`src/hdl/rgb_hls_color_converter_macros.svh`:
```
// Assertion helpers used by the converter top module.
`ifndef RGB_HLS_COLOR_CONVERTER_MACROS_SVH
`define RGB_HLS_COLOR_CONVERTER_MACROS_SVH

// Same-cycle implication, checked out of reset.
`define RHC_ASSERT_IMP(lbl, ante, cons) \
  lbl: assert property (@(posedge clk_i) disable iff (!rst_ni) (ante) |-> (cons)) \
    else $error("rhc assertion failed: lbl");

// Next-cycle implication, checked out of reset.
`define RHC_ASSERT_NXT(lbl, ante, cons) \
  lbl: assert property (@(posedge clk_i) disable iff (!rst_ni) (ante) |=> (cons)) \
    else $error("rhc assertion failed: lbl");

`endif

```
`src/hdl/rhc_pkg.sv`:
```
`default_nettype none
package rhc_pkg;

  localparam logic [14:0] HueFull  = 15'd23040;
  localparam logic [14:0] Hue60    = 15'd3840;
  localparam logic [14:0] Hue120   = 15'd7680;
  localparam logic [14:0] Hue180   = 15'd11520;
  localparam logic [14:0] Hue240   = 15'd15360;
  localparam logic [16:0] Q16One   = 17'd65536;
  localparam logic [16:0] Q16Half  = 17'd32768;
  localparam logic [8:0]  ChanMax  = 9'd255;
  localparam logic [8:0]  SumFull  = 9'd510;

  // floor(y/255) = (y * LumRecip) >> 24 for y up to 65280
  localparam logic [16:0] LumRecip = 17'd65794;
  // floor(x/15) = (x * Div15Recip) >> 16 for x below 4096
  localparam logic [12:0] Div15Recip = 13'd4370;

  localparam int DivSteps   = 17;
  localparam int HueBits    = 15;
  localparam int RhcLatency = 20;
  localparam int HlsStages  = 8;

  typedef struct packed {
    logic [14:0] hue;
    logic [16:0] lum;
    logic [16:0] sat;
  } hls_t;

  typedef struct packed {
    logic [7:0] red;
    logic [7:0] green;
    logic [7:0] blue;
  } rgb_t;

endpackage
`default_nettype wire

```
`src/hdl/rhc_hls2rgb.sv`:
```
`default_nettype none
module rhc_hls2rgb (
  input  wire logic          clk_i,
  input  wire logic          en_i,
  input  wire logic [14:0]   hue_i,
  input  wire logic [16:0]   lum_i,
  input  wire logic [16:0]   sat_i,
  output rhc_pkg::rgb_t      rgb_o
);

  localparam int PadLen = rhc_pkg::RhcLatency - rhc_pkg::HlsStages;

  // ramp position 0..3840: rising edge, top plateau, falling edge or zero
  function automatic logic [11:0] ramp_pos(input logic [14:0] rh);
    logic [14:0] t;
    begin
      if (rh < rhc_pkg::Hue60) t = rh;
      else if (rh < rhc_pkg::Hue180) t = rhc_pkg::Hue60;
      else if (rh < rhc_pkg::Hue240) t = rhc_pkg::Hue240 - rh;
      else t = '0;
      return t[11:0];
    end
  endfunction

  // stage 1: hue wrap, lum/sat clamp and per-channel hue
  logic [14:0] h;
  logic [16:0] l, s;
  logic [15:0] rh_red;
  logic [14:0] rh_red_w, rh_blue;

  always_comb begin
    h = (hue_i > rhc_pkg::HueFull) ? hue_i - rhc_pkg::HueFull : hue_i;
    l = (lum_i > rhc_pkg::Q16One) ? rhc_pkg::Q16One : lum_i;
    s = (sat_i > rhc_pkg::Q16One) ? rhc_pkg::Q16One : sat_i;
    rh_red = 16'(h) + 16'(rhc_pkg::Hue120);
    rh_red_w = (rh_red > 16'(rhc_pkg::HueFull)) ? 15'(rh_red - 16'(rhc_pkg::HueFull))
                                                : rh_red[14:0];
    rh_blue = (h >= rhc_pkg::Hue120) ? h - rhc_pkg::Hue120
                                     : h + (rhc_pkg::HueFull - rhc_pkg::Hue120);
  end

  logic [16:0] s1_l_q, s1_s_q, s2_l_q, s3_l_q;
  logic [11:0] s1_t_q [3], s2_t_q [3], s3_t_q [3], s4_t_q [3];
  logic [32:0] s2_ls_q, s3_e_q, s4_lo_q, s4_d_q, s5_lo_q;
  logic [44:0] s5_m_q [3], s6_v_q [3];
  logic [11:0] s7_x_q [3];
  logic [7:0]  s8_c_q [3];
  logic [16:0] s2_s_q;

  always_ff @(posedge clk_i) begin
    if (en_i) begin
      s1_l_q    <= l;
      s1_s_q    <= s;
      s1_t_q[0] <= ramp_pos(rh_red_w);
      s1_t_q[1] <= ramp_pos(h);
      s1_t_q[2] <= ramp_pos(rh_blue);
      // stage 2: l*s
      s2_ls_q <= 33'(s1_l_q) * 33'(s1_s_q);
      s2_l_q  <= s1_l_q;
      s2_s_q  <= s1_s_q;
      s2_t_q  <= s1_t_q;
      // stage 3: half spread between the intermediates
      s3_e_q <= (s2_l_q <= rhc_pkg::Q16Half) ? s2_ls_q : {s2_s_q, 16'b0} - s2_ls_q;
      s3_l_q <= s2_l_q;
      s3_t_q <= s2_t_q;
      // stage 4: low intermediate and full spread
      s4_lo_q <= {s3_l_q, 16'b0} - s3_e_q;
      s4_d_q  <= {s3_e_q[31:0], 1'b0};
      s4_t_q  <= s3_t_q;
      s5_lo_q <= s4_lo_q;
    end
  end

  for (genvar c = 0; c < 3; c++) begin : g_chan
    logic [52:0] w;
    logic [24:0] qp;
    assign w  = {s6_v_q[c], 8'b0} - 53'(s6_v_q[c]);
    assign qp = 25'(s7_x_q[c]) * 25'(rhc_pkg::Div15Recip);
    always_ff @(posedge clk_i) begin
      if (en_i) begin
        s5_m_q[c] <= 45'(s4_d_q) * 45'(s4_t_q[c]);
        s6_v_q[c] <= 45'(s5_lo_q) * 45'(rhc_pkg::Hue60) + s5_m_q[c];
        s7_x_q[c] <= w[51:40];
        s8_c_q[c] <= qp[23:16];
      end
    end
  end

  rhc_pkg::rgb_t pad_q [PadLen];

  always_ff @(posedge clk_i) begin
    if (en_i) begin
      pad_q[0] <= '{red: s8_c_q[0], green: s8_c_q[1], blue: s8_c_q[2]};
      for (int i = 1; i < PadLen; i++) pad_q[i] <= pad_q[i-1];
    end
  end

  assign rgb_o = pad_q[PadLen-1];

endmodule
`default_nettype wire

```
`config.mk`:
```
export PLATFORM = sky130hd
export DESIGN_NAME = rhc_hls2rgb
export DESIGN_NICKNAME = d
export VERILOG_FILES = /design/src/hdl/rgb_hls_color_converter_macros.svh /design/src/hdl/rhc_pkg.sv /design/src/hdl/rhc_hls2rgb.sv
export SDC_FILE = /design/constraint.sdc
export NUM_CORES = 2
export LEC_CHECK = 0
export BUFFER_PORTS_ARGS = -buffer_cell sky130_fd_sc_hd__buf_4
export CAP_MARGIN = 5
export CORE_UTILIZATION = 30
export DETAILED_ROUTE_END_ITERATION = 6
export PLACE_DENSITY = 0.56
export SLEW_MARGIN = 20
export SYNTH_ARGS = -nofsm -noshare
export SYNTH_HDL_FRONTEND = slang
export SYNTH_SLANG_ARGS = --single-unit
```
`constraint.sdc`:
```
create_clock -name clk_i -period 8.9 [get_ports clk_i]
set_input_delay 0.89 -clock clk_i [delete_from_list [all_inputs] [get_ports clk_i]]
set_output_delay 0.89 -clock clk_i [all_outputs]
set_load 0.05 [all_outputs]
```
==> impl_metrics.py <==
metrics = {
    "synthesis": {
        "synth.avg_cell_area_sq_um": 10.4,
        "synth_fp_nets": 11300,
        "synth-edff-count": 1004,
        "synth_ff_type": "edfxtp_1",
        "ys_ff_latch": 1004,
        "ys_async_sr_fraction_pct": 0,
        "synth_seq_area_share_pct": 31.3,
        "syn_area_sq_mm": 0.0962,
        "synthCells": 9252,
        "synth_cell_types": 101,
        "ys_warn_count": 0,
    },
    "hold_path": {
        "hold_path.class": "input port to flip-flop",
    },
    "flow_run": {
        "max_cap_violations": 0,
    },
    "floorplan": {
        "die_w_microns": 568,
        "core_sq_mm": 0.319,
        "row_count": 207,
        "die_h_microns": 568,
        "initial_core_util_pct": 30.2,
        "ios": 75,
        "dieArea_sq_mm": 0.323,
    },
    "final_layout": {
        "final_layout_size_suffix_gt1_share_pct": 4.58,
        "seq_area_sq_mm": 0.0301,
        "fin_nets": 11300,
        "area_growth_pct": 9.45,
        "fill_cells": 32200,
        "multi_input_area_sq_mm": 0.0583,
    },
    "run_status": {
        "violations": "design-rule violations",
        "status": "complete, but fails checks",
    },
    "timing": {
        "min_period_over_period_pct": 87.7,
        "fmax_mhz": 128,
        "tns_ns": 0,
        "worst_slew_pin_slew_ns": 1.19,
        "slew_violations": 0,
        "finalHoldViolCount": 0,
        "skew_ns": 0.0413,
        "period_needed_ns": 7.81,
        "rsz0062_at_grt": "no",
        "relSlewSlack_pct": 20.8,
        "setup_viol": 0,
    },
    "clock_tree": {
        "cts.sinks": 1004,
        "cts_inserted_buffers": 108,
        "cts_tree": "done",
        "cts_root_buffer": "clkbuf_16",
        "hold_buffers": 0,
        "cts_setup_buffers": 0,
        "cts_resized": 0,
        "ctsHtreeMaxLevel": 3,
        "ctsLongestPathBuffers": 3,
        "clk_pin_slew_ns": 0.08,
        "clkLatencyLatePin_ns": 0.78,
    },
    "detailed_routing": {
        "ant_nets": 0,
        "drt_iter0_drc": 3874,
        "drc_errors": 1,
        "routedWlPerCell_microns": 17.6,
        "dr.pass1.iters": 7,
        "detail_route.vias_per_cell": 4.79,
        "vias": 64600,
        "wirelength_microns": 238000,
    },
    "place": {
        "gp_congestion": 0.900,
        "port_buffers": 74,
        "detailed_place_hpwl_microns": 188000,
    },
    "worst_setup_path": {
        "critPathTopFamily": "adder cells",
        "critPathLaunchType": "flip-flop",
        "critical_path.n_buffers_inverters": 4,
        "crit_fanout": 19,
        "crit_slowest_cell": "edfxtp_1",
        "path_class": "flip-flop to flip-flop",
        "slowest_delay_ns": 0.96,
        "crit_required_ns": 9.32,
        "cp_common_cell": "fa_1",
        "endpoint_kind": "flip-flop",
        "worst_ep_arrival_time_ns": 8.23,
        "cp_cell_sequence": "buf_4, nand2_1, fa_1, inv_1, fa_1, fa_1, fa_1, inv_1, fa_1, inv_1, ha_1, nand4_1, o21a_1, o21ai_1, a221o_1, a21oi_1, o41ai_1, a21oi_1, o311ai_0",
    },
    "grt": {
        "antenna_found_initial": 3,
        "grt_overflow": 0,
        "grt_usage_pct": 14.7,
        "grt_pass1_vias": 68000,
        "grt_pass1_wl_microns": 378000,
        "grt_max_degree": 199,
    },
}
-- cells in the mapped netlist (35+ instances only) --
| cell | n | share of area (%) |
|---|---|---|
| o21ai_0 | 236 | 1.2 |
| o21bai_1 | 53 | 0.41 |
| nand3_1 | 88 | 0.46 |
| a211oi_1 | 35 | 0.27 |
| nand2b_1 | 53 | 0.34 |
| clkbuf_1 | 291 | 1.1 |
| o21a_1 | 70 | 0.55 |
| and3_1 | 58 | 0.38 |
| nor3_1 | 83 | 0.43 |
| xnor2_1 | 253 | 2.3 |
| nor2_1 | 252 | 0.98 |
| ha_1 | 833 | 11 |
| nand2_1 | 1183 | 4.6 |
| fa_1 | 1210 | 25 |
| and2_1 | 500 | 3.3 |
| a21oi_1 | 374 | 1.9 |
| nor2b_1 | 79 | 0.51 |
| nand4_1 | 41 | 0.27 |
| a21o_1 | 225 | 1.8 |
| edfxtp_1 | 1004 | 31 |
| xor2_1 | 103 | 0.94 |
| a31oi_1 | 50 | 0.33 |
| inv_1 | 1712 | 6.7 |
-- logic make-up (layout without fill, tap and decap cells) --
group / after synthesis / in the layout / synth area share [%]
simple gates: 2476 / 2476 / 12.3
buf+inv: 2057 / 2114 / 8.17
fa+ha+maj: 2045 / 2045 / 36.0
compound gates: 1301 / 1301 / 8.79
flops: 1004 / 1004 / 31.3
xor+xnor: 358 / 358 / 3.28
mux: 11 / 11 / 0.117
other cells: 0 / 2 / 0
-- flip-flops by register name, summed over array words and instances (netlist names), 33 cells and up --
signal   flops
pad_q      288
s5_m_q     132
s6_v_q     132
s1_t_q      36
s2_t_q      36
s3_t_q      36
s4_t_q      36
s7_x_q      36
s2_ls_q     33
s3_e_q      33
s4_lo_q     33
s5_lo_q     33
-- worst register-to-register path, cell delays in order (launching register included) --
cell and delay (ns):
edfxtp_1 0.96, buf_4 0.43, nand2_1 0.13, fa_1 0.55, inv_1 0.06, fa_1 0.56, fa_1 0.47, fa_1 0.56
inv_1 0.06, fa_1 0.53, inv_1 0.05, ha_1 0.37, nand4_1 0.15, o21a_1 0.20, o21ai_1 0.19, a221o_1 0.33
a21oi_1 0.13, o41ai_1 0.72, a21oi_1 0.21, o311ai_0 0.83
-- final cells by class --
class	count	share of cell area, %
Multi-Input combinational cell	6191	55.3
Clock inverter	71	0.817
Antenna cell	2	0.00475
Inverter	1714	6.11
Sequential cell	1004	28.6
Timing Repair Buffer	202	1.54
Clock buffer	127	2.63
Tap cell	4180	4.96
-- per-stage QoR --
stage | cell area [sq um] | utilization (%) | worst slack (ns) | hold slack [ns] | cells
2_1_floorplan | 96200 | - | 2.43 | 0.400 | 9252
3_3_place_gp | 102000 | 31.9 | 1.24 | 0.400 | 13300
3_5_place_dp | 102000 | 31.9 | 1.16 | 0.405 | 13300
4_1_cts | 105000 | 33.1 | 1.10 | 0.312 | 13500
5_1_grt | 105000 | 33.1 | 0.738 | 0.338 | 13500
6_report | 105000 | 33.1 | 1.09 | 0.372 | 13500
-- final timing paths --
| path | from | cells past startpoint | slack, ns | endpoint |
|---|---|---|---|---|
| min | sat_i[16] | 1 | 0.37 | s1_s_q[16] |
| max reg2reg | s4_d_q[8] | 19 | 1.09 | s5_m_q[0][42] |
| max | s4_d_q[8] | 19 | 1.09 | s5_m_q[0][42] |
| min reg2reg | s5_m_q[0][5] | 0 | 0.41 | s6_v_q[0][6] |
-- cell usage in the layout, fill, tap and decap left out, types with 58 or more instances in the layout --
| cell | n |
|---|---|
| nand3_1 | 88 |
| inv_1 | 1712 |
| xnor2_1 | 251 |
| and3_1 | 58 |
| buf_4 | 193 |
| nand2_1 | 1183 |
| a21o_1 | 225 |
| and2_1 | 500 |
| nor2b_1 | 79 |
| xor2_1 | 102 |
| o21ai_0 | 236 |
| a21oi_1 | 374 |
| nor3_1 | 83 |
| fa_1 | 1210 |
| ha_1 | 833 |
| nor2_1 | 252 |
| clkbuf_16 | 108 |
| o21a_1 | 70 |
| edfxtp_1 | 1004 |
-- routing by layer --
layer	up-vias	part of all wire [%]	global-route usage, %
met4	0	3.6	5.06
met3	363	4.8	1.94
met1	32600	45	19.5
met2	1642	47	24.6
met5	-	0	0
li1	30000	-	-
Power is not shown: default switching activity piles up to over one toggle a cycle in this logic, so the estimate is an artifact.
