<file path="src/hdl/rgb_hls_color_converter_macros.svh">
// Assertion helpers used by the converter top module.
`ifndef RGB_HLS_COLOR_CONVERTER_MACROS_SVH
`define RGB_HLS_COLOR_CONVERTER_MACROS_SVH

// Same-cycle implication, checked out of reset.
`define RHC_ASSERT_IMP(lbl, ante, cons) \
  lbl: assert property (@(posedge clk_i) disable iff (!rst_ni) (ante) |-> (cons)) \
    else $error("rhc assertion failed: lbl");

// Next-cycle implication, checked out of reset.
`define RHC_ASSERT_NXT(lbl, ante, cons) \
  lbl: assert property (@(posedge clk_i) disable iff (!rst_ni) (ante) |=> (cons)) \
    else $error("rhc assertion failed: lbl");

`endif

</file>
<file path="src/hdl/rhc_pkg.sv">
`default_nettype none
package rhc_pkg;

  localparam logic [14:0] HueFull  = 15'd23040;
  localparam logic [14:0] Hue60    = 15'd3840;
  localparam logic [14:0] Hue120   = 15'd7680;
  localparam logic [14:0] Hue180   = 15'd11520;
  localparam logic [14:0] Hue240   = 15'd15360;
  localparam logic [16:0] Q16One   = 17'd65536;
  localparam logic [16:0] Q16Half  = 17'd32768;
  localparam logic [8:0]  ChanMax  = 9'd255;
  localparam logic [8:0]  SumFull  = 9'd510;

  // floor(y/255) = (y * LumRecip) >> 24 for y up to 65280
  localparam logic [16:0] LumRecip = 17'd65794;
  // floor(x/15) = (x * Div15Recip) >> 16 for x below 4096
  localparam logic [12:0] Div15Recip = 13'd4370;

  localparam int DivSteps   = 17;
  localparam int HueBits    = 15;
  localparam int RhcLatency = 20;
  localparam int HlsStages  = 8;

  typedef struct packed {
    logic [14:0] hue;
    logic [16:0] lum;
    logic [16:0] sat;
  } hls_t;

  typedef struct packed {
    logic [7:0] red;
    logic [7:0] green;
    logic [7:0] blue;
  } rgb_t;

endpackage
`default_nettype wire

</file>
<file path="src/hdl/rhc_rgb2hls.sv">
`default_nettype none
module rhc_rgb2hls (
  input  wire logic          clk_i,
  input  wire logic          en_i,
  input  wire logic [7:0]    red_i,
  input  wire logic [7:0]    green_i,
  input  wire logic [7:0]    blue_i,
  output rhc_pkg::hls_t      hls_o
);

  typedef enum logic [1:0] {MaxRed, MaxGreen, MaxBlue} max_sel_e;

  typedef struct packed {
    logic [24:0] sat_rem;
    logic [16:0] sat_q;
    logic [22:0] hue_rem;
    logic [14:0] hue_q;
    logic [8:0]  den;
    logic [7:0]  diff;
    logic [16:0] lum;
    logic        grey;
  } div_t;

  // stage A: extremes and sector
  logic [7:0]        mx, mn;
  max_sel_e          sel;
  logic signed [8:0] delta;

  always_comb begin
    mx = red_i;
    if (green_i > mx) mx = green_i;
    if (blue_i > mx) mx = blue_i;
    mn = red_i;
    if (green_i < mn) mn = green_i;
    if (blue_i < mn) mn = blue_i;
    if (blue_i == mx) begin
      sel   = MaxBlue;
      delta = $signed({1'b0, red_i}) - $signed({1'b0, green_i});
    end else if (green_i == mx) begin
      sel   = MaxGreen;
      delta = $signed({1'b0, blue_i}) - $signed({1'b0, red_i});
    end else begin
      sel   = MaxRed;
      delta = $signed({1'b0, green_i}) - $signed({1'b0, blue_i});
    end
  end

  logic [7:0]        a_diff_q;
  logic [8:0]        a_sum_q;
  max_sel_e          a_sel_q;
  logic signed [8:0] a_delta_q;

  always_ff @(posedge clk_i) begin
    if (en_i) begin
      a_diff_q  <= mx - mn;
      a_sum_q   <= {1'b0, mx} + {1'b0, mn};
      a_sel_q   <= sel;
      a_delta_q <= delta;
    end
  end

  // stage B: products
  logic [14:0] base;
  always_comb begin
    case (a_sel_q)
      MaxBlue:  base = rhc_pkg::Hue240;
      MaxGreen: base = rhc_pkg::Hue120;
      default:  base = rhc_pkg::HueFull;
    endcase
  end

  logic [22:0]        b_bm_q;
  logic signed [21:0] b_dp_q;
  logic [22:0]        b_full_q;
  logic [7:0]         b_diff_q;
  logic [8:0]         b_den_q;
  logic [32:0]        b_lprod_q;
  logic [8:0]         b_sum_q;

  always_ff @(posedge clk_i) begin
    if (en_i) begin
      b_bm_q    <= 23'(base) * 23'(a_diff_q);
      b_dp_q    <= 22'(a_delta_q) * $signed(22'(rhc_pkg::Hue60));
      b_full_q  <= 23'(rhc_pkg::HueFull) * 23'(a_diff_q);
      b_diff_q  <= a_diff_q;
      b_den_q   <= (a_sum_q <= rhc_pkg::ChanMax) ? a_sum_q : rhc_pkg::SumFull - a_sum_q;
      b_lprod_q <= 33'({a_sum_q, 7'b0}) * 33'(rhc_pkg::LumRecip);
      b_sum_q   <= a_sum_q;
    end
  end

  // stage C: hue numerator with wrap, luminance
  logic signed [24:0] numf, full_s;
  div_t               div_d0;

  always_comb begin
    full_s = $signed({2'b0, b_full_q});
    numf   = $signed({2'b0, b_bm_q}) + 25'(b_dp_q);
    if (numf > full_s) numf = numf - full_s;
    div_d0.sat_rem = {b_diff_q, 17'b0} >> 1;
    div_d0.sat_q   = '0;
    div_d0.hue_rem = numf[22:0];
    div_d0.hue_q   = '0;
    div_d0.den     = b_den_q;
    div_d0.diff    = b_diff_q;
    div_d0.lum     = 17'({b_sum_q, 7'b0}) + 17'(b_lprod_q[32:24]);
    div_d0.grey    = (b_diff_q == 8'd0);
  end

  div_t div_q [rhc_pkg::DivSteps+1];

  always_ff @(posedge clk_i) begin
    if (en_i) div_q[0] <= div_d0;
  end

  // restoring division, one quotient bit per stage (hue bits only below bit 15)
  for (genvar k = 0; k < rhc_pkg::DivSteps; k++) begin : g_div
    localparam int Bit = rhc_pkg::DivSteps - 1 - k;
    logic [24:0] sat_trial;
    logic [22:0] hue_rem_n;
    logic [14:0] hue_q_n;
    div_t        nxt;

    if (Bit < rhc_pkg::HueBits) begin : g_hue
      logic [22:0] hue_trial;
      always_comb begin
        hue_trial = 23'(div_q[k].diff) << Bit;
        hue_rem_n = div_q[k].hue_rem;
        hue_q_n   = div_q[k].hue_q;
        if (div_q[k].hue_rem >= hue_trial) begin
          hue_rem_n    = div_q[k].hue_rem - hue_trial;
          hue_q_n[Bit] = 1'b1;
        end
      end
    end else begin : g_nohue
      assign hue_rem_n = div_q[k].hue_rem;
      assign hue_q_n   = div_q[k].hue_q;
    end

    always_comb begin
      sat_trial   = 25'(div_q[k].den) << Bit;
      nxt         = div_q[k];
      nxt.hue_rem = hue_rem_n;
      nxt.hue_q   = hue_q_n;
      if (div_q[k].sat_rem >= sat_trial) begin
        nxt.sat_rem    = div_q[k].sat_rem - sat_trial;
        nxt.sat_q[Bit] = 1'b1;
      end
    end

    always_ff @(posedge clk_i) begin
      if (en_i) div_q[k+1] <= nxt;
    end
  end

  assign hls_o.hue = div_q[rhc_pkg::DivSteps].grey ? '0 : div_q[rhc_pkg::DivSteps].hue_q;
  assign hls_o.sat = div_q[rhc_pkg::DivSteps].grey ? '0 : div_q[rhc_pkg::DivSteps].sat_q;
  assign hls_o.lum = div_q[rhc_pkg::DivSteps].lum;

endmodule
`default_nettype wire

</file>
<file path="config.mk">
export PLATFORM = sky130hd
export DESIGN_NAME = rhc_rgb2hls
export DESIGN_NICKNAME = d
export VERILOG_FILES = /design/src/hdl/rgb_hls_color_converter_macros.svh /design/src/hdl/rhc_pkg.sv /design/src/hdl/rhc_rgb2hls.sv
export SDC_FILE = /design/constraint.sdc
export NUM_CORES = 2
export LEC_CHECK = 0
export ABC_AREA = 1
export BUFFER_PORTS_ARGS = -buffer_cell sky130_fd_sc_hd__buf_2
export CAP_MARGIN = 20
export CELL_PAD_IN_SITES_DETAIL_PLACEMENT = 0
export CELL_PAD_IN_SITES_GLOBAL_PLACEMENT = 2
export CORE_ASPECT_RATIO = 1.4
export CORE_MARGIN = 3
export CORE_UTILIZATION = 50
export CTS_BUF_LIST = sky130_fd_sc_hd__clkbuf_2 sky130_fd_sc_hd__clkbuf_4 sky130_fd_sc_hd__clkbuf_8
export DETAILED_ROUTE_END_ITERATION = 16
export PLACE_DENSITY_LB_ADDON = 0.08
export SLEW_MARGIN = 10
export SYNTH_ARGS = -nofsm -noshare
export SYNTH_HDL_FRONTEND = slang
export SYNTH_SLANG_ARGS = --single-unit
</file>
<file path="constraint.sdc">
create_clock -name clk_i -period 13.3 [get_ports clk_i]
set_clock_uncertainty 0.2 [all_clocks]
set_input_delay 0 -clock clk_i [delete_from_list [all_inputs] [get_ports clk_i]]
set_output_delay 0 -clock clk_i [all_outputs]
set_load 0.01 [all_outputs]
</file>
==> reports/qor.csv <==
metric;value;unit
outcome;complete, no violations;
share of post-route cells with drive strength above 1;7.55;%
Crit. path cell count;34;
Die X;328;um
CP peak stage delay;830;ps
Comb power frac;37.5;%
ys async rst share;0;%
reg-to-reg slack, setup;8140;ps
most frequent cell after synthesis;edfxtp_1;
delay-heaviest family, CP;buffers and inverters;
Worst EP arrival;10070;ps
DR vias;42337;
clock network power share;21.1;%
Final Non-Filler Cells;8505;
initial drt markers;1702;
Yosys top cell area share;62.8;%
internal power;11.3;mW
R2R depth;16;
synth unique cells;64;
Slew HR;28.0;%
Die Height;456;um
Total Power;17.6;mW
Layout Nets;6962;
Seq/Total Area, Yosys;62.8;%
CTS Root Cell;clkbuf_8;
sw power;6.25;mW
post-CTS setup buffers;0;
gpl congestion;0.883;
synthesis warning total;0;
first-pass GRT wire length;219;mm
crit path kind;input port to flip-flop;
via count of the first global-routing pass;44687;
vias per inst;4.98;
synth top area cells;edfxtp_1 63%, ha_1 7.6%, inv_1 4.6%;
Yosys reg bits;1516;
# port buffers;74;
clock sinks;1516;
syn_area_per_cell;11.9;sq um
reg2reg end;b_bm_q[21];
post-synth top area cell;edfxtp_1;
htree depth;4;
GRT Residual Overflow;0;
crit path from;red_i[6];
Worst Path Required;13780;ps
critical path capture point;a_delta_q[2];
io pins;75;
peak fanout along the critical path;18;
Post-synth top cells;1516 x edfxtp_1, 891 x inv_1, 835 x nand2_1;
clk_lat worst skew;930;ps
max_cap viols;0;
Worst Tran Pin Value;1080;ps
remaining antenna violation count;0;
leak pwr;32.5;nW
Placed Cells;8012;
Pwr Density;218;mW/mm^2
DP HPWL;102;mm
mapped cell area;0.0725;sq mm
Most used DFF post-synth;edfxtp_1;
Sw Ratio;35.6;%
Hold Path Class;input port to flip-flop;
full die area;0.150;sq mm
Post-synth EDFFs;1516;
FF-to-FF Start;a_sel_q[1];
fin crit share;72.1;%
net count after synthesis;6619;
Critical Path Source Type;input port;
Setup violations, final;0;
wire per inst;16.1;um
Initial Util;50.6;%
clk slew on worst S/H paths;60;ps
num rows;164;
CTS buffer count;223;
largest net degree at the start of global routing;175;
Buf+Inv Stages, Crit Path;13;
Final Hold Fails;0;
critical path's most frequent cell;dlygate4sd3_1;
clk buf depth;3;
min Tclk post-route;9590;ps
RSZ-0062 raised after global routing;false;
router iterations before antenna repair;6;
Peak Freq;104;MHz
fin. max-slew vios;0;
total wire length;137;mm
area delta synth->final;11.0;%
slowest CP cell;dlygate4sd3_1;
Worst Setup End Kind;flip-flop;
core area;0.143;sq mm
initial antenna violation count;2;
Reg power frac;41.3;%
# DRC;0;
GRT Total Usage;18.6;%
CTS tree;built;
Peak VDD IR;0.219;mV
TNS Setup;0;ps
Gate Count Post-Synth;6071;
-- power groups by stage --
| stage | Combinational [mW] | Sequential, mW | Clock (mW) |
|---|---|---|---|
| after global placement | 6.57 | 7.36 | 0 |
| after floorplan | 5.03 | 7.13 | 0 |
| after global routing | 7.66 | 7.36 | 4.06 |
| after CTS | 6.74 | 7.28 | 3.86 |
| after detailed placement | 6.63 | 7.37 | 0 |
| final | 6.60 | 7.26 | 3.71 |
-- through the flow --
| step | hold WS, ps | util, % | cell area (sq um) | setup WS (ps) |
|---|---|---|---|---|
| finish | 185 | 56.2 | 80400 | 3710 |
| global route | 143 | 56.2 | 80400 | 3230 |
| CTS | 39.8 | 56.2 | 80400 | 3940 |
| detailed placement | 205 | 52.5 | 75100 | 7590 |
| global placement | 200 | 52.5 | 75100 | 7620 |
| floorplan | -87.5 | - | 72500 | 8560 |
-- sequential cells by signal, indices dropped and copies added, names as in the netlist, named ones only --
signal,flops
b_bm_q,14
a_delta_q,9
a_diff_q,8
b_full_q,12
b_den_q,8
div_q,1415
b_sum_q,8
a_sum_q,8
b_dp_q,14
a_sel_q,2
b_diff_q,8
b_lprod_q,9
-- tightest hold or removal path, delay by kind of cell --
family        cells  cell delay (ps)
fa+ha+maj         2              400
buf+inv           4              430
simple gates      4              330
-- timing repair --
item                                    in CTS  in global routing
hold buffers                                85                  0
resized for setup                            0                  0
hold endpoints to repair                   470                  0
endpoints found under the setup margin       0                  0
-- logic make-up (layout without fill, tap and decap cells) --
| kind of cell | count (synthesis) | count (layout) | synth area share [%] |
|---|---|---|---|
| compound gates | 818 | 818 | 6.19 |
| xor+xnor | 454 | 454 | 5.49 |
| fa+ha+maj | 522 | 522 | 9.87 |
| buf+inv | 965 | 1488 | 5.12 |
| flops | 1516 | 1516 | 62.8 |
| other cells | 1 | 3 | 0.00518 |
| simple gates | 1795 | 1795 | 10.5 |
-- area by class of cell --
cell class	count	area, sq um
fill	12172	62800
sequential	1516	45500
multi-input combinational	3590	23200
clock buffer	289	3560
inverter	899	3370
tap	1909	2390
timing repair buffer	184	1490
clock inverter	116	871
antenna	2	5.00
-- per-layer routing --
metal | up-vias | global-route usage [%] | share of wire [%]
met4 | 0 | 9.31 | 4.9
met3 | 287 | 2.88 | 2.4
met5 | - | 0 | 0
met1 | 19888 | 15.8 | 32
met2 | 487 | 39.8 | 61
li1 | 21675 | - | -
-- worst min path at each step --
stage | endpoint | slack, ps | startpoint | depth (start not counted)
after global placement | div_q[8][2] | 200 | div_q[7][2] | 0
after global routing | a_delta_q[1] | 140 | red_i[1] | 6
final | a_sum_q[1] | 180 | red_i[1] | 10
after CTS | a_delta_q[1] | 40 | red_i[1] | 6
after floorplan | flip-flop | -90 | en_i | 0
after detailed placement | div_q[10][86] | 200 | div_q[9][86] | 0
-- cell usage in the layout, fill, tap and decap left out, drive strengths merged, types with 6 or more instances in the layout --
cell type | synthesis | layout
a21o | 8 | 8
nand4 | 41 | 41
a21oi | 341 | 341
o2111ai | 12 | 12
a31oi | 22 | 22
a211oi | 19 | 19
ha | 439 | 439
nand3b | 7 | 7
o22ai | 6 | 6
o31ai | 12 | 12
nand2 | 850 | 850
clkinv | 7 | 101
fa | 83 | 83
nor3 | 88 | 88
dlygate4sd3 | 0 | 84
nand3 | 204 | 204
nor4 | 44 | 44
nor2 | 525 | 525
xor2 | 272 | 272
or2 | 18 | 18
o21ai | 332 | 332
xnor2 | 182 | 182
buf | 26 | 100
clkbuf | 40 | 289
o21bai | 26 | 26
bufinv | 0 | 10
inv | 892 | 902
edfxtp | 1516 | 1516
Note: power is estimated with default switching activity, not from simulation.
